--- config.mk ---
export PLATFORM = sky130hd
export DESIGN_NAME = fdnm_fifo
export DESIGN_NICKNAME = d
export VERILOG_FILES = /design/src/sv/fdnm_fifo.sv
export SDC_FILE = /design/constraint.sdc
export NUM_CORES = 1
export LEC_CHECK = 0
export BUFFER_PORTS_ARGS = -buffer_cell sky130_fd_sc_hd__buf_2
export CORE_MARGIN = 5
export CORE_UTILIZATION = 49
export DETAILED_ROUTE_END_ITERATION = 7
export PLACE_DENSITY = 0.75
export SYNTH_ARGS = -nofsm -noshare
export SYNTH_HDL_FRONTEND = slang
export SYNTH_SLANG_ARGS = --single-unit
--- constraint.sdc ---
create_clock -name clk -period 1.8 [get_ports clk]
set_input_delay 0.27 -clock clk [delete_from_list [all_inputs] [get_ports clk]]
set_output_delay 0.27 -clock clk [all_outputs]
set_load 0.01 [all_outputs]
--- src/sv/fdnm_fifo.sv ---
// ----------------------------------------------------------------------------
// fdnm_fifo
// Two-entry queue carrying completed entries from front to back.
// ----------------------------------------------------------------------------
module fdnm_fifo #(
  parameter int WIDTH = 8
) (
  input  logic             clk,
  input  logic             rst,
  input  logic             push,
  input  logic [WIDTH-1:0] push_data,
  output logic             push_ready,
  input  logic             pop,
  output logic             pop_valid,
  output logic [WIDTH-1:0] pop_data
);

  logic [WIDTH-1:0] slot [2];
  logic             wr_ptr;
  logic             rd_ptr;
  logic [1:0]       count;

  assign push_ready = (count != 2'd2);
  assign pop_valid  = (count != 2'd0);
  assign pop_data   = slot[rd_ptr];

  always_ff @(posedge clk) begin
    if (push && push_ready) begin
      slot[wr_ptr] <= push_data;
    end
    if (rst) begin
      wr_ptr <= 1'b0;
      rd_ptr <= 1'b0;
      count  <= 2'd0;
    end else begin
      if (push && push_ready) begin
        wr_ptr <= ~wr_ptr;
      end
      if (pop && pop_valid) begin
        rd_ptr <= ~rd_ptr;
      end
      count <= count + 2'((push && push_ready) ? 1 : 0) - 2'((pop && pop_valid) ? 1 : 0);
    end
  end

endmodule

# Word level (Yosys, flattened, before mapping)
# Memories as Yosys holds them, arrays and structs flattened. A register that Yosys moved wholly into a read port is not among the register bits.
# Cells that the tools add are included.
# op_classes
add_sub_neg	2
n_eq_ne	1
muxes	6
n_bitwise	2
n_reduce_logical	3
# op_table
operator	count
2-to-1 mux 1 bit	6
adder 2 x 1 -> 2 bit	1
logical AND 1 bit	2
!= test 2 bit, second input constant	1
inverter 1 bit	2
nonzero test 2 bit	1
subtractor 2 x 1 -> 2 bit	1
# totals
reg_bits	4
mem_bits_rw	16
in_bits	12
output_inout_bits	10
elab_cells	18
n_memories	1
# memory_table
name	depth	width	rd	rd_ports_with_merged_regs	write_ports	line	text
slot	2	8	1	1	1	18	logic [WIDTH-1:0] slot [2];

# Depth between registers and ports, before layout
# depth
depth_word	5
mapped_depth	8
depth_no_buf	8

# Worst setup path after synthesis
# No wires, ideal clock.
# synth_path
path_kind	flip-flop to flip-flop
startpoint	reg count[0]
endpoint	reg count[1]
setup_ps	115
t_arrival_ps	1366
setup_slack_ps	319
stages_incl_launch_ff	9
path_cell_list	dfxtp_1 -> nand2b_2 -> nand2_2 -> ha_1 -> inv_1 -> ha_1 -> xor2_1 -> xnor2_1 -> nor2_1
# synth_between
elab_chain_len	5
word_cells_on_any_way	8
classes_between	2 x add/sub; 1 x eq/ne; 2 x mux; 3 x reduce/logical
# synth_lines
element	line	text
start: declaration	21	logic [1:0] count;
start signal: assignment	42	count <= count + 2'((push && push_ready) ? 1 : 0) - 2'((pop && pop_valid) ? 1 : 0);
!= test 2 bit	23	assign push_ready = (count != 2'd2);
named net push_ready	12	output logic push_ready,
logical AND 1 bit	42	
2-to-1 mux 1 bit	42	
adder 2 x 1 -> 2 bit	42	
subtractor 2 x 1 -> 2 bit	42	
# The timed path passes the listed nets, and every way through them passes these cells.
# A chain may end at the register's enable or synchronous reset.

==> impl_metrics.ini <==
[grt]
grt_pass1_vias = 449
grt_remaining_overflow = 0
antenna_found_initial = 0
grt_pass1_wl_um = 1945
grt_start_max_net_pins = 12
track_usage_pct = 10.10

[finish]
final_common_cell = buf_2
drive_gt1_share_pct = 39.19
nFillCells = 126
final_cell_mix = buf_2 (21), edfxtp_1 (16), mux2_1 (8), nor2_1 (5), dfxtp_1 (5)
antenna_cells = 0
final_net_count = 89
multi_input_area_um2 = 224.0
final_cells = 90
utilization_pct = 62.74
area_growth_pct = 18.92
seq_area_um2 = 580.6

[die]
start_util_pct = 52.76
die_w_um = 50.74
rows = 14
pin_count = 22
die_h_um = 50.74
core_um2 = 1541
design.die.area_um2 = 2575

[route]
drtIter0Drc = 18
postRouteAntennaNets = 0
wl_um = 1149
first_pass_iters = 3
routed_via_density = 4.889
wire_per_inst_um = 12.77
vias = 440
drc = 0

[hold_path]
hp-start = push_data[7]
hold_class = in -> reg
hold_end = slot[0][7]$_DFFE_PP_
hold_depth = 1

[setup_path]
crit_required_ns = 1.53
startpoint_type = register
slowest_delay_ns = 0.55
cp_cell_sequence = mux2_1 -> buf_2
worst-path-buf-inv = 1
r2r_slack_ns = 0.27
r2r_cells = 7
critPathKind = reg -> out
critPathCaptureType = output pin
crit_fanout = 8
crit_slowest_cell = dfxtp_1
rr_endpoint = count[1]$_SDFF_PP0_
crit_family = flip-flops
rr_startpoint = count[1]$_SDFF_PP0_
crit_arrival_ns = 1.35

[power_and_ir_drop]
cell_internal_pwr_mw = 0.8943
leakagePower_nw = 0.3984
p_comb_share_pct = 29.5
power_density_nw_per_um2 = 1300
power_switching_mw = 0.3626
p_clk_share_pct = 17.2
switching_share_pct = 28.85
power_frac_seq_pct = 53.4
peakVddDrop_mv = 0.7578

[clocking]
cts-resized-gates = 0
cts_sinks = 21
cts.hold.buffers_added = 0
postCtsSetupBuffers = 0
ctsRootBufferMaster = clkbuf_4
clk_pin_slew_ns = 0.11
clock_latency_ns = 0.29
htreeDepth = 1
cts.path.max_buffers = 2
cts_tree = yes
cts_made_buffers = 3

[logic_synthesis]
yosysSeqAreaShare_pct = 71.38
synth_nets = 63
ys_types = 16
ys.warnings.count = 0
ys_seq_elements = 21
postSynthCellCount = 49
synth.cell_area_um2 = 813.3
syn_avg_cell_area_um2 = 16.60

[timing]
setup_viol = 0
fin_skew_ns = 0.004712
finalCriticalPeriod_ns = 1.623
setup_tns_ns = 0
post-route-period-util_pct = 90.19
drv_slew = 0
rsz0062_at_grt = false
timing.fmax_ghz = 0.6160
relSlewSlack_pct = 75.47
worst_pin_slew_ns = 0.3680
finalHoldViolations = 0

[flow_run]
cap_violations = 0

[placement]
place_congestion = 0.7208
portBuffers = 21
hpwl_um = 852.2
dpl.cell_count = 86

[status]
status = completed
synthesized netlist by cell type:
| library cell | n | share of area [%] |
|---|---|---|
| edfxtp_1 | 16 | 59 |
| mux2_1 | 8 | 11 |
| dfxtp_1 | 5 | 12 |
| nor2_1 | 5 | 2.3 |
| ha_1 | 2 | 3.1 |
| nor2b_1 | 2 | 1.5 |
| xnor2_1 | 2 | 2.2 |
| and3_1 | 1 | 0.77 |
| buf_2 | 1 | 0.61 |
| inv_1 | 1 | 0.46 |
| mux2_4 | 1 | 1.8 |
| nand2_2 | 1 | 0.77 |
| nand2b_2 | 1 | 1.1 |
| o21a_2 | 1 | 1.1 |
| or2_1 | 1 | 0.77 |
| xor2_1 | 1 | 1.1 |
state kept, by name, summed over array words and instances, names as in the netlist, named ones only:
register  cells
wr_ptr        1
slot         16
count         2
rd_ptr        1
power groups by stage:
stage / registers (mW) / logic [mW] / clock network, mW
6_report: 0.671 / 0.370 / 0.216
2_1_floorplan: 0.655 / 0.274 / 0
3_3_place_gp: 0.682 / 0.366 / 0
5_1_grt: 0.684 / 0.422 / 0.245
3_5_place_dp: 0.684 / 0.376 / 0
4_1_cts: 0.674 / 0.379 / 0.225
worst max-delay path by stage:
stage | cells past startpoint | slack (ns) | start | to
after global placement | 7 | 0.31 | count[1]$_SDFF_PP0_ | count[1]$_SDFF_PP0_
after global routing | 2 | 0.08 | register | pop_data[6]
after floorplan | 8 | 0.32 | count[0]$_SDFF_PP0_ | count[1]$_SDFF_PP0_
after detailed placement | 8 | 0.28 | count[0]$_SDFF_PP0_ | count[1]$_SDFF_PP0_
final | 2 | 0.18 | register | pop_data[6]
after CTS | 2 | 0.15 | register | pop_data[6]
cell type report:
| cell class | instances | share of cell area [%] |
|---|---|---|
| clock buffer | 4 | 2.717 |
| inverter | 1 | 0.3881 |
| multi-input combinational | 26 | 23.16 |
| sequential | 21 | 60.03 |
| tap | 16 | 2.070 |
| timing repair buffer | 22 | 11.64 |
kinds of logic (layout without fill, tap and decap cells):
family,after synthesis,after routing,share of synthesized area [%]
XOR/XNOR,3,3,3.231
AND/OR/NAND/NOR,11,11,7.232
adder cells (fa/ha/maj),2,2,3.076
AO/OA/AOI/OAI,1,1,1.077
buffers and inverters,2,27,1.076
flip-flops,21,21,71.39
multiplexers,9,9,12.92
per-stage QoR:
step | cell area (um2) | setup slack, ns | power, mW | hold slack (ns)
finish | 967.2 | 0.1766 | 1.257 | 0.1569
global route | 967.2 | 0.08210 | 1.350 | 0.1363
CTS | 967.2 | 0.1495 | 1.278 | 0.1476
detailed placement | 940.9 | 0.2763 | 1.060 | 0.4631
global placement | 940.9 | 0.3103 | 1.048 | 0.4578
floorplan | 813.3 | 0.3191 | 0.9288 | 0.3416
per-layer routing:
metal / wire length [um] / global-route usage [%] / vias up
met5: 0 / 0 / -
met4: 0 / 5.106 / 0
met3: 81 / 3.550 / 0
met2: 554 / 15.91 / 13
met1: 513 / 12.10 / 202
li1: - / - / 225
worst register-to-register path: stages, from the launching register on:
cell	delay (ns)
dfxtp_1	0.36
o21a_2	0.24
ha_1	0.28
inv_1	0.06
ha_1	0.14
xor2_1	0.17
xnor2_1	0.14
nor2_1	0.05
Note: power is estimated with default switching activity, not from simulation.
