`config.mk`:
```
export PLATFORM = sky130hd
export DESIGN_NAME = fdnm_front
export DESIGN_NICKNAME = d
export VERILOG_FILES = /design/src/sv/fdnm_pkg.sv /design/src/sv/fdnm_front.sv
export SDC_FILE = /design/constraint.sdc
export NUM_CORES = 1
export LEC_CHECK = 0
export ABC_AREA = 1
export BUFFER_PORTS_ARGS = -buffer_cell sky130_fd_sc_hd__buf_2
export CAP_MARGIN = 20
export CORE_MARGIN = 2
export CORE_UTILIZATION = 53
export CTS_CLUSTER_DIAMETER = 60
export DETAILED_ROUTE_END_ITERATION = 6
export PLACE_DENSITY = 0.84
export SLEW_MARGIN = 25
export SYNTH_ARGS = -nofsm -noshare
export SYNTH_HDL_FRONTEND = slang
export SYNTH_SLANG_ARGS = --single-unit
```
`constraint.sdc`:
```
create_clock -name clk -period 3.4 [get_ports clk]
set_clock_uncertainty 0.05 [all_clocks]
set_input_delay 0.51 -clock clk [delete_from_list [all_inputs] [get_ports clk]]
set_output_delay 0.51 -clock clk [all_outputs]
set_load 0.01 [all_outputs]
```
`src/sv/fdnm_pkg.sv`:
```
// ----------------------------------------------------------------------------
// fdnm_pkg
// Types, codes and helpers shared by the directory name matcher modules.
// ----------------------------------------------------------------------------
package fdnm_pkg;

  localparam int TARGET_DEPTH_DEF    = 128;
  localparam int LONG_NAME_DEPTH_DEF = 256;

  localparam logic [7:0]  ENTRY_END     = 8'h00;
  localparam logic [7:0]  ENTRY_DELETED = 8'hE5;
  localparam logic [7:0]  ATTR_LFN      = 8'h0F;
  localparam logic [4:0]  ORDER_MASK    = 5'h1F;
  localparam int          ORDER_LAST    = 6;      // bit 0x40 of the order byte
  localparam logic [15:0] CHAR_UNUSED   = 16'hFFFF;
  localparam logic [15:0] ASCII_LIMIT   = 16'h0080;
  localparam int          LFN_CHARS     = 13;
  localparam logic [7:0]  CHAR_SPACE    = 8'h20;
  localparam logic [7:0]  CHAR_DOT      = 8'h2E;
  localparam logic [7:0]  CHAR_QMARK    = 8'h3F;

  typedef enum logic [1:0] {
    KIND_SHORT   = 2'd0,
    KIND_LONG    = 2'd1,
    KIND_DELETED = 2'd2,
    KIND_END     = 2'd3
  } kind_t;

  typedef enum logic [1:0] {
    STAT_SKIP     = 2'd0,
    STAT_NO_MATCH = 2'd1,
    STAT_MATCH    = 2'd2,
    STAT_END      = 2'd3
  } status_t;

  typedef struct packed {
    kind_t            kind;
    logic [31:0][7:0] bytes;
  } entry_t;

  typedef struct packed {
    logic       start;   // new scan: clear long name and end flag
    logic       twe;
    logic [7:0] taddr;
    logic [7:0] tdata;
  } front_ctl_t;

  typedef struct packed {
    logic done;
    logic finished;
  } back_sts_t;

  function automatic logic [7:0] fold_case(input logic [7:0] c);
    if (c >= 8'h41 && c <= 8'h5A) begin
      return c + 8'h20;
    end
    return c;
  endfunction

  // byte offset of long-name character i inside the entry
  function automatic logic [4:0] lfn_offset(input logic [3:0] i);
    if (i < 4'd5) begin
      return 5'd1 + {i[3:0], 1'b0};
    end else if (i < 4'd11) begin
      return 5'd14 + {i - 4'd5, 1'b0};
    end
    return 5'd28 + {i - 4'd11, 1'b0};
  endfunction

endpackage

```
`src/sv/fdnm_front.sv`:
```
// ----------------------------------------------------------------------------
// fdnm_front
// Accepts requests, loads the target name, collects and classifies entries.
// ----------------------------------------------------------------------------
module fdnm_front import fdnm_pkg::*; #(
  parameter int TARGET_DEPTH = TARGET_DEPTH_DEF,
  parameter int TLW          = $clog2(TARGET_DEPTH + 1)
) (
  input  logic           clk,
  input  logic           rst,
  input  logic           s_tvalid,
  output logic           s_tready,
  input  logic [7:0]     s_tdata,
  input  logic [1:0]     s_tuser,
  output front_ctl_t     ctl,
  input  back_sts_t      sts,
  output logic           push,
  output entry_t         push_entry,
  input  logic           push_ready,
  output logic [TLW-1:0] tlen
);

  logic             pending;
  logic [4:0]       pos;
  logic [31:0][7:0] eb;
  logic             accept;
  logic             cmd;
  logic             first;
  logic             take;
  logic             room;

  assign cmd      = s_tuser[0];
  assign first    = s_tuser[1];
  assign s_tready = !pending && push_ready;
  assign accept   = s_tvalid && s_tready;
  assign room     = (tlen < TLW'(TARGET_DEPTH));
  // drop directory bytes after end or match until a new scan
  assign take     = accept && cmd && (first || !sts.finished);
  assign push     = take && !first && (pos == 5'd31);

  always_comb begin
    ctl.start = accept && cmd && first;
    ctl.twe   = accept && !cmd && (first || room);
    ctl.taddr = first ? 8'd0 : 8'(tlen);
    ctl.tdata = s_tdata;
  end

  always_comb begin
    push_entry.bytes     = eb;
    push_entry.bytes[31] = s_tdata;
    if (push_entry.bytes[0] == ENTRY_END) begin
      push_entry.kind = KIND_END;
    end else if (push_entry.bytes[0] == ENTRY_DELETED) begin
      push_entry.kind = KIND_DELETED;
    end else if (push_entry.bytes[11] == ATTR_LFN) begin
      push_entry.kind = KIND_LONG;
    end else begin
      push_entry.kind = KIND_SHORT;
    end
  end

  always_ff @(posedge clk) begin
    if (take) begin
      if (first) begin
        eb[0] <= s_tdata;
      end else begin
        eb[pos] <= s_tdata;
      end
    end
    if (rst) begin
      pending <= 1'b0;
      pos     <= 5'd0;
      tlen    <= '0;
    end else begin
      if (push) begin
        pending <= 1'b1;
      end else if (sts.done) begin
        pending <= 1'b0;
      end
      if (take) begin
        pos <= first ? 5'd1 : pos + 5'd1;
      end
      if (accept && !cmd) begin
        if (first) begin
          tlen <= TLW'(1);
        end else if (room) begin
          tlen <= tlen + TLW'(1);
        end
      end
    end
  end

endmodule

```
Yosys cells after proc, flatten, opt, wreduce, memory -nomap -nowiden

Index checks and enable logic that the tools add are counted.

Flip-flop bits (word level): 270
Output and inout bits: 286
Logic and storage cells: 78

Add/subtract/negate cells: 2
Order comparisons: 3
Eq/ne operators: 3
Multiplexer cells: 13
Bitwise gates (word level): 1
Reduce and logical (&&, ||, !) cells: 21

Operator list:

| kind                                                       | count |
|---|---|
| bitwise mux 256 bit                                        | 1 |
| demux 8 bit (select 5 bit)                                 | 1 |
| two-way mux 8 bit                                          | 5 |
| logical AND 1 bit                                          | 10 |
| adder 8 x 1 -> 8 bit, second input constant                | 1 |
| == test 8 x 4 -> 1 bit, second input constant              | 1 |
| == test 8 bit, second input constant                       | 1 |
| zero test 8 bit                                            | 1 |
| less-than comparator 8 bit, second input constant          | 1 |
| less-than comparator 5 x 6 -> 1 bit, second input constant | 1 |
| adder 5 x 1 -> 5 bit, second input constant                | 1 |
| == test 5 bit, second input constant                       | 1 |
| >= comparator 5 x 1 -> 1 bit, second input constant        | 1 |
| two-way mux 5 bit                                          | 1 |
| zero test 1 bit                                            | 4 |
| two-way mux 2 bit                                          | 2 |
| AND reduction 2 bit                                        | 2 |
| nonzero test 2 bit                                         | 2 |
| two-way mux 1 bit                                          | 3 |
| logical OR 1 bit                                           | 2 |
| NOT 1 bit                                                  | 1 |

Longest topological paths before layout

Gate-level depths: netlist of run 1.

Depth in word-level cells: 8
Gate-level depth with buffers: 8

Least setup slack after synthesis of run 1

OpenSTA, ideal clock, no wires.

Path kind: input -> register
Start: input port s_tuser[1]
End: register eb, in the netlist push_entry[10] (enable)
Arrival time: 1.590 ns
Data required time: 2.980 ns
Slack: 1.389 ns
Stages: 7
Cell sequence: buf_4 > nor2_2 > nor2_4 > inv_4 > nor2_8 > nand2_4 > nor2_1

Word-level cells in the longest chain between the ends: 3
Elaborated cells on any way between the ends: 4
Those cells by class: 1 x bitwise; 3 x reduce/logical

Ends and longest elaborated chain:

| item                              | line             | text |
|---|---|---|
| start, declared                   | fdnm_front.sv:14 | `input logic [1:0] s_tuser,` |
| logical OR 1 bit                  | fdnm_front.sv:38 | `assign take = accept && cmd && (first \|\| !sts.finished);` |
| logical AND 1 bit                 | fdnm_front.sv:38 |  |
| AND reduction 2 bit (no line) (*) | --               |  |
| end signal, assigned by index     | fdnm_front.sv:67 | `eb[pos] <= s_tdata;` |
| end, declared                     | fdnm_front.sv:25 | `logic [31:0][7:0] eb;` |

Every way passes the cells marked *; elsewhere a longest branch is shown, timed or not.
A chain may end at the register's enable or synchronous reset.

Worst setup path in the final report of run 1

Start: register pos[0]
End: output port push

Word-level cells in the longest chain between the ends: 2

Ends and longest elaborated chain:

| item                   | line             | text |
|---|---|---|
| start, declared        | fdnm_front.sv:24 | `logic [4:0] pos;` |
| start signal, assigned | fdnm_front.sv:81 | `pos <= first ? 5'd1 : pos + 5'd1;` |
| == test 5 bit          | fdnm_front.sv:39 | `assign push = take && !first && (pos == 5'd31);` |
| logical AND 1 bit      | fdnm_front.sv:39 |  |
| end, declared          | fdnm_front.sv:17 | `output logic push,` |

Every way passes these cells.

==> reports/metrics.yaml, run 1 <==
drtIter0Drc: 348
antenna_found_initial: 0
routed_via_density: 5.221
critPathMaxFanout: 6
synth-xor-area-share: 0
cts-resized-gates: 0
r2r_setup_slack_ps: 1300
setup_tns_ps: 0
start_util: 0.5376
vias: 5393
synth_compound_area_frac: 0.007376
maxCapViolations: 0
crit_type: "register to output port"
ios: 302
cellLeakagePower_nw: 4.455
track_usage: 0.2356
synth.top_cell.area_share: 0.8443
core-area_um2: 16410
dieWidth_um: 133.0
cts_inserted_buffers: 24
synth_top_family_by_area: "simple AND/OR/NAND/NOR gates"
ys_warn_count: 0
postCtsSetupBuffers: 0
final_hold_viol_count: 0
p_sw_frac: 0.1888
wirelength_um: 21650
crit_top_cell: "ha_1"
num_antenna_cells: 0
avgSynthCellArea_um2: 18.26
relSlewSlack: 0.5133
syn_nets: 505
min_path_type: "primary input to register"
worstSetupEndpointType: "output port"
rows: 47
clockRootBuffer: "clkbuf_16"
switchingPower_mw: 1.194
ir_drop_v: 0.0004210
cp.arrival_ps: 1920
cp_data_required_time_ps: 2840
period_needed_ps: 2483
crit_path_start_kind: "register"
post-route-drc-count: 0
final_area_um2: 11300
place_area_um2: 10520
numPortBuffers: 301
design.die.area_um2: 17690
dp_hpwl_um: 14130
grt_start_max_net_pins: 30
grt-ovfl-total: 0
dr.pass1.iters: 4
place_ws_ps: 851.5
synthDistinctLibCells: 25
layout-drive-gt1-share: 0.4391
cts_sinks: 262
fmax_ghz: 0.4027
clkPwrFrac: 0.418
wire_per_inst_um: 20.96
area_growth_pct: 28.07
yosysTopAreaCell: "edfxtp_1"
setup_viol: 0
clockBufferDepth: 3
path_cells: "ha_1 -> nand2_1 -> nor2_1 -> ha_1 -> nand3_1 -> inv_1 -> buf_2"
tightestPinTransition_ps: 727.4
clkLatencyLatePin_ps: 500
grt_pass1_wl_um: 30640
synthMuxAreaShare: 0
status: "finished clean"
intPower_mw: 5.128
nNetsFinal: 819
cts_max_level: 1
grt_pass1_vias: 5092
crit_slowest_cell: "dfxtp_1"
slew_violations: 0
synth_area_um2: 8821
synth.top_cells.by_area: "edfxtp_1, dfxtp_1, nor2_1"
fillCellCount: 1075
synth-seq-cells: 262
pwr-share-seq: 0.559
clk_pin_slew_ps: 60
yosysSeqAreaShare: 0.8760
rsz0062_at_grt: "false"
slowest_delay_ps: 450
gp_congestion: 0.8542
synth_fa_ha_area_frac: 0.008511
netlist_instances: 483
setup_slack_ps: 916.7
die_y_um: 133.0
p_per_area_nw_per_um2: 559.6
combPwrFrac: 0.023
cts-hold-fix-buffers: 0
ant_nets: 0
period_share: 0.7304
yosys.area_share.simple: 0.07574
cts_tree: "done"
## cells by family (layout without fill, tap and decap cells)
kind of cell,count (synthesis),after routing
flops,262,262
simple gates,144,144
buf+inv,58,388
compound gates,13,13
fa+ha+maj,6,6
## final cells by class
type	instances	area, µm²	area share
Tap cell	220	275.3	0.02437
Multi-Input combinational cell	163	808.3	0.07155
Sequential cell	262	7727	0.6840
Clock inverter	12	133.9	0.01185
Clock buffer	30	644.4	0.05704
Inverter	37	141.4	0.01252
Timing Repair Buffer	309	1567	0.1387
## power by group through the flow
stage | clock [mW] | combinational [mW] | sequential, mW
global placement | 0 | 0.140 | 3.60
floorplan | 0 | 0.0515 | 3.61
global route | 2.80 | 0.154 | 3.53
finish | 2.64 | 0.143 | 3.54
CTS | 2.68 | 0.145 | 3.53
detailed placement | 0 | 0.144 | 3.60
## cells in the final DEF, fill, tap and decap left out, drive strengths merged
| cell type | Yosys | layout |
|---|---|---|
| nor3 | 3 | 3 |
| or2 | 1 | 1 |
| nand3 | 19 | 19 |
| nand4 | 8 | 8 |
| ha | 6 | 6 |
| nor4 | 1 | 1 |
| clkbuf | 1 | 30 |
| clkinv | 0 | 8 |
| dfxtp | 14 | 14 |
| bufinv | 0 | 3 |
| o21ai | 3 | 3 |
| clkinvlp | 0 | 1 |
| nor2 | 70 | 70 |
| a21oi | 10 | 10 |
| buf | 20 | 309 |
| nor3b | 2 | 2 |
| nand2 | 40 | 40 |
| edfxtp | 248 | 248 |
| inv | 37 | 37 |
## cells in the mapped netlist
master	instances
a21oi_1	10
buf_1	2
buf_2	1
buf_4	17
clkbuf_1	1
dfxtp_1	14
edfxtp_1	248
ha_1	6
inv_1	34
inv_2	2
inv_4	1
nand2_1	36
nand2_4	4
nand3_1	19
nand4_1	7
nand4_2	1
nor2_1	65
nor2_2	3
nor2_4	1
nor2_8	1
nor3_1	3
nor3b_1	2
nor4_1	1
o21ai_0	3
or2_2	1
## per-layer routing
layer | up-vias | wire, µm | global-route usage
met5 | - | 0 | 0
met4 | 0 | 680 | 0.08542
met3 | 55 | 1537 | 0.03716
met2 | 328 | 11110 | 0.3984
met1 | 2652 | 8321 | 0.3138
li1 | 2358 | - | -
## flip-flops by register name, indices dropped and copies added, names as in the netlist
name	count
pos	5
tlen	8
push_entry	248
pending	1
## through the flow
stage	power [mW]	hold WS, ps	utilization	std cells
after floorplan	3.658	447.7	-	483
after CTS	6.356	217.1	0.6886	1033
after global placement	3.744	446.8	0.6411	991
after detailed placement	3.748	458.9	0.6411	991
after global routing	6.484	240.3	0.6886	1033
final	6.322	227.8	0.6886	1033
## critical path, delay by kind of cell, from the launching register on
kind	cells	cell delay, ps
flip-flops	1	450
AND/OR/NAND/NOR	3	320
buffers and inverters	2	190
adder cells (fa/ha/maj)	2	460
## path summary, 6_finish.rpt
check,startpoint,cells after the start,to
max,pos[0]$_SDFFE_PP0P_,7,push
min,sts[1],3,pending$_SDFFE_PP0P_
max reg2reg,pending$_SDFFE_PP0P_,7,push_entry[89]$_DFFE_PP_
min reg2reg,tlen[7]$_SDFFE_PP0P_,2,tlen[7]$_SDFFE_PP0P_
(Power assumes the default switching activity.)
==> run 2: changes to the inputs <==
--- a/config.mk
+++ b/config.mk
@@ -5,14 +5,14 @@
 export SDC_FILE = /design/constraint.sdc
 export NUM_CORES = 1
 export LEC_CHECK = 0
-export ABC_AREA = 1
+export ABC_AREA = 0
 export BUFFER_PORTS_ARGS = -buffer_cell sky130_fd_sc_hd__buf_2
 export CAP_MARGIN = 20
 export CORE_MARGIN = 2
-export CORE_UTILIZATION = 53
+export CORE_UTILIZATION = 45
 export CTS_CLUSTER_DIAMETER = 60
 export DETAILED_ROUTE_END_ITERATION = 6
-export PLACE_DENSITY = 0.84
+export PLACE_DENSITY = 0.76
 export SLEW_MARGIN = 25
 export SYNTH_ARGS = -nofsm -noshare
 export SYNTH_HDL_FRONTEND = slang
==> constraint.sdc (replaced) <==
create_clock -name clk -period 2.25 [get_ports clk]
set_clock_uncertainty 0.05 [all_clocks]
set_input_delay 0.3375 -clock clk [delete_from_list [all_inputs] [get_ports clk]]
set_output_delay 0.3375 -clock clk [all_outputs]
set_load 0.01 [all_outputs]
==> run 2 against run 1 <==
Critical path depth is 3 lower. Utilization is 8.4 points lower. Cell count is 4.8% higher. Cell area is 3.4% higher. Clock power is 51% higher. Non-clock buffer count is 43 higher. Wire length is 3.4% higher. Die area is 17% higher.
==> reports/metrics.yaml, run 2 <==
largest_register_ffs: 248
design.die.area_um2: 20690
clockRootBuffer: "clkbuf_16"
netlist_instances: 443
status: "finished clean"
cellLeakagePower_nw: 4.505
wire_per_inst_um: 20.68
rows: 51
die_y_um: 143.8
final_hold_viol_count: 0
synth-xor-area-share: 0
fmax_ghz: 0.4469
synth_area_um2: 8800
synth.most_common_cell: "edfxtp_1"
cts_sinks: 262
synth_compound_area_frac: 0.02218
cp_data_required_time_ps: 1860
min_from: "sts[1]"
synth_flop_cell: "edfxtp_1"
synth_edf_count: 248
period_needed_ps: 2238
area_growth_pct: 32.77
vias: 5319
track_usage: 0.2063
syn_nets: 465
critPathMaxFanout: 3
num_antenna_cells: 0
worstSetupEndpointType: "output port"
clk_pin_slew_ps: 60
layout-drive-gt1-share: 0.4890
ir_drop_v: 0.0006537
setup_viol: 0
dp_cells: 1031
setup_slack_ps: 12.44
p_per_area_nw_per_um2: 817.6
final_common_cell: "buf_2"
slew_violations: 0
r2r-start: "pending$_SDFFE_PP0P_"
synth-seq-cells: 262
drtIter0Drc: 328
ys_warn_count: 0
wirelength_um: 22400
grt-ovfl-total: 0
synth.top_cells.by_area: "edfxtp_1, dfxtp_1, nor2_1"
dr.pass1.iters: 4
grt_start_max_net_pins: 25
grt_pass1_wl_um: 31260
final_cell_mix: "buf_2, edfxtp_1, buf_4, nor2_1, clkbuf_16"
routed_via_density: 4.911
rsz0062_at_grt: "true"
cp.arrival_ps: 1850
cp-startpoint: "push_entry[7]$_DFFE_PP_"
synthTopCellsByCount: "edfxtp_1, nor2_1, nor2b_1, buf_4, dfxtp_1"
ant_nets: 0
gp_congestion: 0.8316
post-route-drc-count: 0
maxCapViolations: 0
clkLatencyLatePin_ps: 500
place_ws_ps: 149.4
antenna_found_initial: 0
core-area_um2: 19330
dp_hpwl_um: 15190
final_util: 0.6043
crit_type: "register to output port"
synth_top_family_by_area: "simple AND/OR/NAND/NOR gates"
synth-async-reset-ratio: 0
tightestPinTransition_ps: 666.1
crit_path_start_kind: "register"
synthDistinctLibCells: 37
yosysSeqAreaShare: 0.8781
nNetsFinal: 820
relSlewSlack: 0.5560
grt_pass1_vias: 5079
synth_fa_ha_area_frac: 0.008531
holdWs_ps: 75.19
numPortBuffers: 301
synth.top_cell.area_share: 0.8463
dieWidth_um: 143.8
synthMuxAreaShare: 0.003412
period_share: 0.9945
cts_max_level: 1
ios: 302
yosys.area_share.simple: 0.06569
start_util: 0.4551
cts_tree: "done"
power_mw: 9.553
min_path_type: "primary input to register"
final_cells: 1083
clockBufferDepth: 3
yosysTopAreaCell: "edfxtp_1"
cts_inserted_buffers: 26
avgSynthCellArea_um2: 19.86
==> run 2: cell count changes after synthesis, sizes merged, moves of 4 or more <==
| cell | delta |
|---|---|
| nand2 | -37 |
| nor2 | -29 |
| inv | -28 |
| nor2b | +22 |
| nand3 | -9 |
| o21ai | +6 |
| or3 | +4 |
==> run 2: cell families after synthesis <==
| logic type | Yosys count |
|---|---|
| multiplexers | 3 |
| AO/OA/AOI/OAI | 31 |
| adder cells (fa/ha/maj) | 6 |
| flip-flops | 262 |
| buffers and inverters | 34 |
| AND/OR/NAND/NOR | 107 |
==> run 2: worst max-delay path, cell delays in order, from the launching register on <==
cell and delay (ps):
edfxtp_1 450, or4_4 520, nor2_4 110, o21a_1 140, buf_2 130
==> run 2: final timing paths <==
path	endpoint	slack [ps]	cells after the start
max	push_entry[257]	10	4
min	pending$_SDFFE_PP0P_	80	4
max reg2reg	push_entry[59]$_DFFE_PP_	250	4
min reg2reg	tlen[7]$_SDFFE_PP0P_	450	2
==> run 2: power breakdown <==
part           internal, mW  switching [mW]  leakage (nW)
Combinational        0.0589           0.168          1.76
Sequential             5.34         0.00638          2.34
Clock                  2.30            1.69         0.402
Total                  7.69            1.86          4.50
==> run 2: area by class of cell <==
cell class / count / area (µm²)
Sequential cell: 262 / 7730
Fill cell: 1434 / 7651
Timing Repair Buffer: 352 / 1889
Multi-Input combinational cell: 147 / 898.4
Clock buffer: 29 / 683.2
Tap cell: 265 / 331.6
Clock inverter: 19 / 117.6
Inverter: 9 / 33.78
==> run 2: layer usage <==
metal	routed length, µm	vias up	track usage
met1	8968	2612	0.2668
met2	11440	285	0.3609
met4	324	0	0.05263
li1	-	2392	-
met5	0	-	0
met3	1664	30	0.03932
==> run 2: timing repair <==
item / in CTS / in global routing
setup buffers: 2 / 2
endpoints found under the hold margin: 0 / 0
pin swaps: 2 / 1
gates resized for setup: 2 / 5
hold buffers: 0 / 0
setup endpoints to repair: 2 / 4
==> run 2: metrics by stage <==
stage | area, µm² | setup TNS, ps
2_1_floorplan | 8800 | 0
3_3_place_gp | 10830 | 0
3_5_place_dp | 10830 | 0
4_1_cts | 11650 | -53.45
5_1_grt | 11680 | -120.6
6_report | 11680 | 0
==> run 3: changes to the inputs <==
--- a/config.mk
+++ b/config.mk
@@ -13,6 +13,7 @@
 export CTS_CLUSTER_DIAMETER = 60
 export DETAILED_ROUTE_END_ITERATION = 6
 export PLACE_DENSITY = 0.76
+export SETUP_SLACK_MARGIN = 0.05
 export SLEW_MARGIN = 25
 export SYNTH_ARGS = -nofsm -noshare
 export SYNTH_HDL_FRONTEND = slang
==> run 3 against run 2 <==
Register-to-register slack about the same. Combinational power is essentially flat. Wire length fell by 0.21%. Largest cell class unchanged. Clock-buffer cell count unchanged. First-iteration DRC count is 1.2% higher.
==> reports/metrics.yaml, run 3 (synthesized netlist as in run 2, its figures left out) <==
ant_nets: 0
cp-startpoint: "push_entry[7]$_DFFE_PP_"
grt_pass1_wl_um: 31260
numPortBuffers: 301
dieWidth_um: 143.8
core-area_um2: 19330
r2r-start: "pending$_SDFFE_PP0P_"
rsz0062_at_grt: "true"
worstHoldPathCells: 4
grt_pass1_vias: 5079
final_hold_viol_count: 0
area_growth_pct: 32.87
ir_drop_v: 0.0006539
worstSetupEndpointType: "output port"
die_y_um: 143.8
maxCapViolations: 0
cts-hold-fix-buffers: 0
layout-drive-gt1-share: 0.4914
final_common_cell: "buf_2"
vias: 5326
drtIter0Drc: 332
p_per_area_nw_per_um2: 816.3
nNetsFinal: 820
cp_data_required_time_ps: 1860
r2r_setup_slack_ps: 260
r2r_cells: 4
slew_violations: 0
cts_max_level: 1
largest_register_ffs: 248
place_ws_ps: 149.4
fillCellCount: 1430
wirelength_um: 22350
crit_type: "register to output port"
cellLeakagePower_nw: 4.503
setup_slack_ps: 9.062
final_cell_mix: "buf_2, edfxtp_1, buf_4, nor2_1, clkbuf_16"
tightestPinTransition_ps: 662.0
clockBufferDepth: 3
status: "finished clean"
post-route-drc-count: 0
setup_viol: 0
grt_start_max_net_pins: 25
routed_via_density: 4.918
gp_congestion: 0.8316
critPathMaxFanout: 3
rows: 51
cts_tree: "done"
period_share: 0.9960
final_cells: 1083
track_usage: 0.2063
cts_sinks: 262
wire_per_inst_um: 20.64
dr.pass1.iters: 4
period_needed_ps: 2241
design.die.area_um2: 20690
dp_cells: 1031
antenna_found_initial: 0
clk_pin_slew_ps: 60
grt-ovfl-total: 0
fmax_ghz: 0.4462
dp_hpwl_um: 15190
cp.arrival_ps: 1850
min_from: "sts[1]"
ios: 302
clkLatencyLatePin_ps: 500
num_antenna_cells: 0
min_path_type: "primary input to register"
crit_path_start_kind: "register"
final_util: 0.6047
clockRootBuffer: "clkbuf_16"
start_util: 0.4551
relSlewSlack: 0.5587
cts_inserted_buffers: 26
## run 3: changes by cell type in the layout (fill, tap and decap cells not counted)
cell	change
dfxtp_4	+2
dfxtp_1	-1
ha_1	-1
ha_2	+1
dfxtp_2	-1
## run 3: worst paths after layout
check	endpoint
setup / recovery	push_entry[257]
hold / removal	pending$_SDFFE_PP0P_
setup reg to reg	push_entry[59]$_DFFE_PP_
hold reg to reg	tlen[7]$_SDFFE_PP0P_
## run 3: worst max-delay path: stages (launching register included)
cell,delay [ps]
edfxtp_1,450
or4_4,520
nor2_4,110
o21a_1,140
buf_2,130
## run 3: cell type report
cell class / instances / area [µm²] / area share
well taps: 265 / 331.6 / 0.02836
multi-input cells: 147 / 900.9 / 0.07705
inverters: 9 / 33.78 / 0.002889
clock inverters: 19 / 117.6 / 0.01006
flip-flops and latches: 262 / 7736 / 0.6616
clock buffers: 29 / 683.2 / 0.05843
repair buffers: 352 / 1889 / 0.1616
## run 3: power breakdown
part	internal [mW]	leakage, nW	switching, mW
Sequential	5.33	2.34	0.00646
Combinational	0.0588	1.76	0.167
Clock	2.30	0.402	1.68
Total	7.69	4.50	1.86
## run 3: timing repair
item / in CTS / in global routing
endpoints found under the setup margin: 2 / 5
pin swaps: 2 / 1
endpoints found under the hold margin: 0 / 0
setup buffers: 2 / 2
gates resized for setup: 2 / 9
## run 3: metrics by stage
step	total power, mW	setup TNS (ps)	cell area, µm²	hold slack, ps
after floorplan	5.520	0	8800	386.4
after global placement	5.667	0	10830	424.3
after detailed placement	5.672	0	10830	426.3
after CTS	9.639	-53.45	11650	55.82
after global routing	9.860	-120.6	11690	86.09
final	9.544	0	11690	75.72
## run 3: per-layer routing
metal,global-route usage,up-vias,routed length [µm]
met3,0.03932,32,1656
met2,0.3609,282,11390
met4,0.05263,0,329
met1,0.2668,2621,8969
li1,-,2391,-
met5,0,-,0
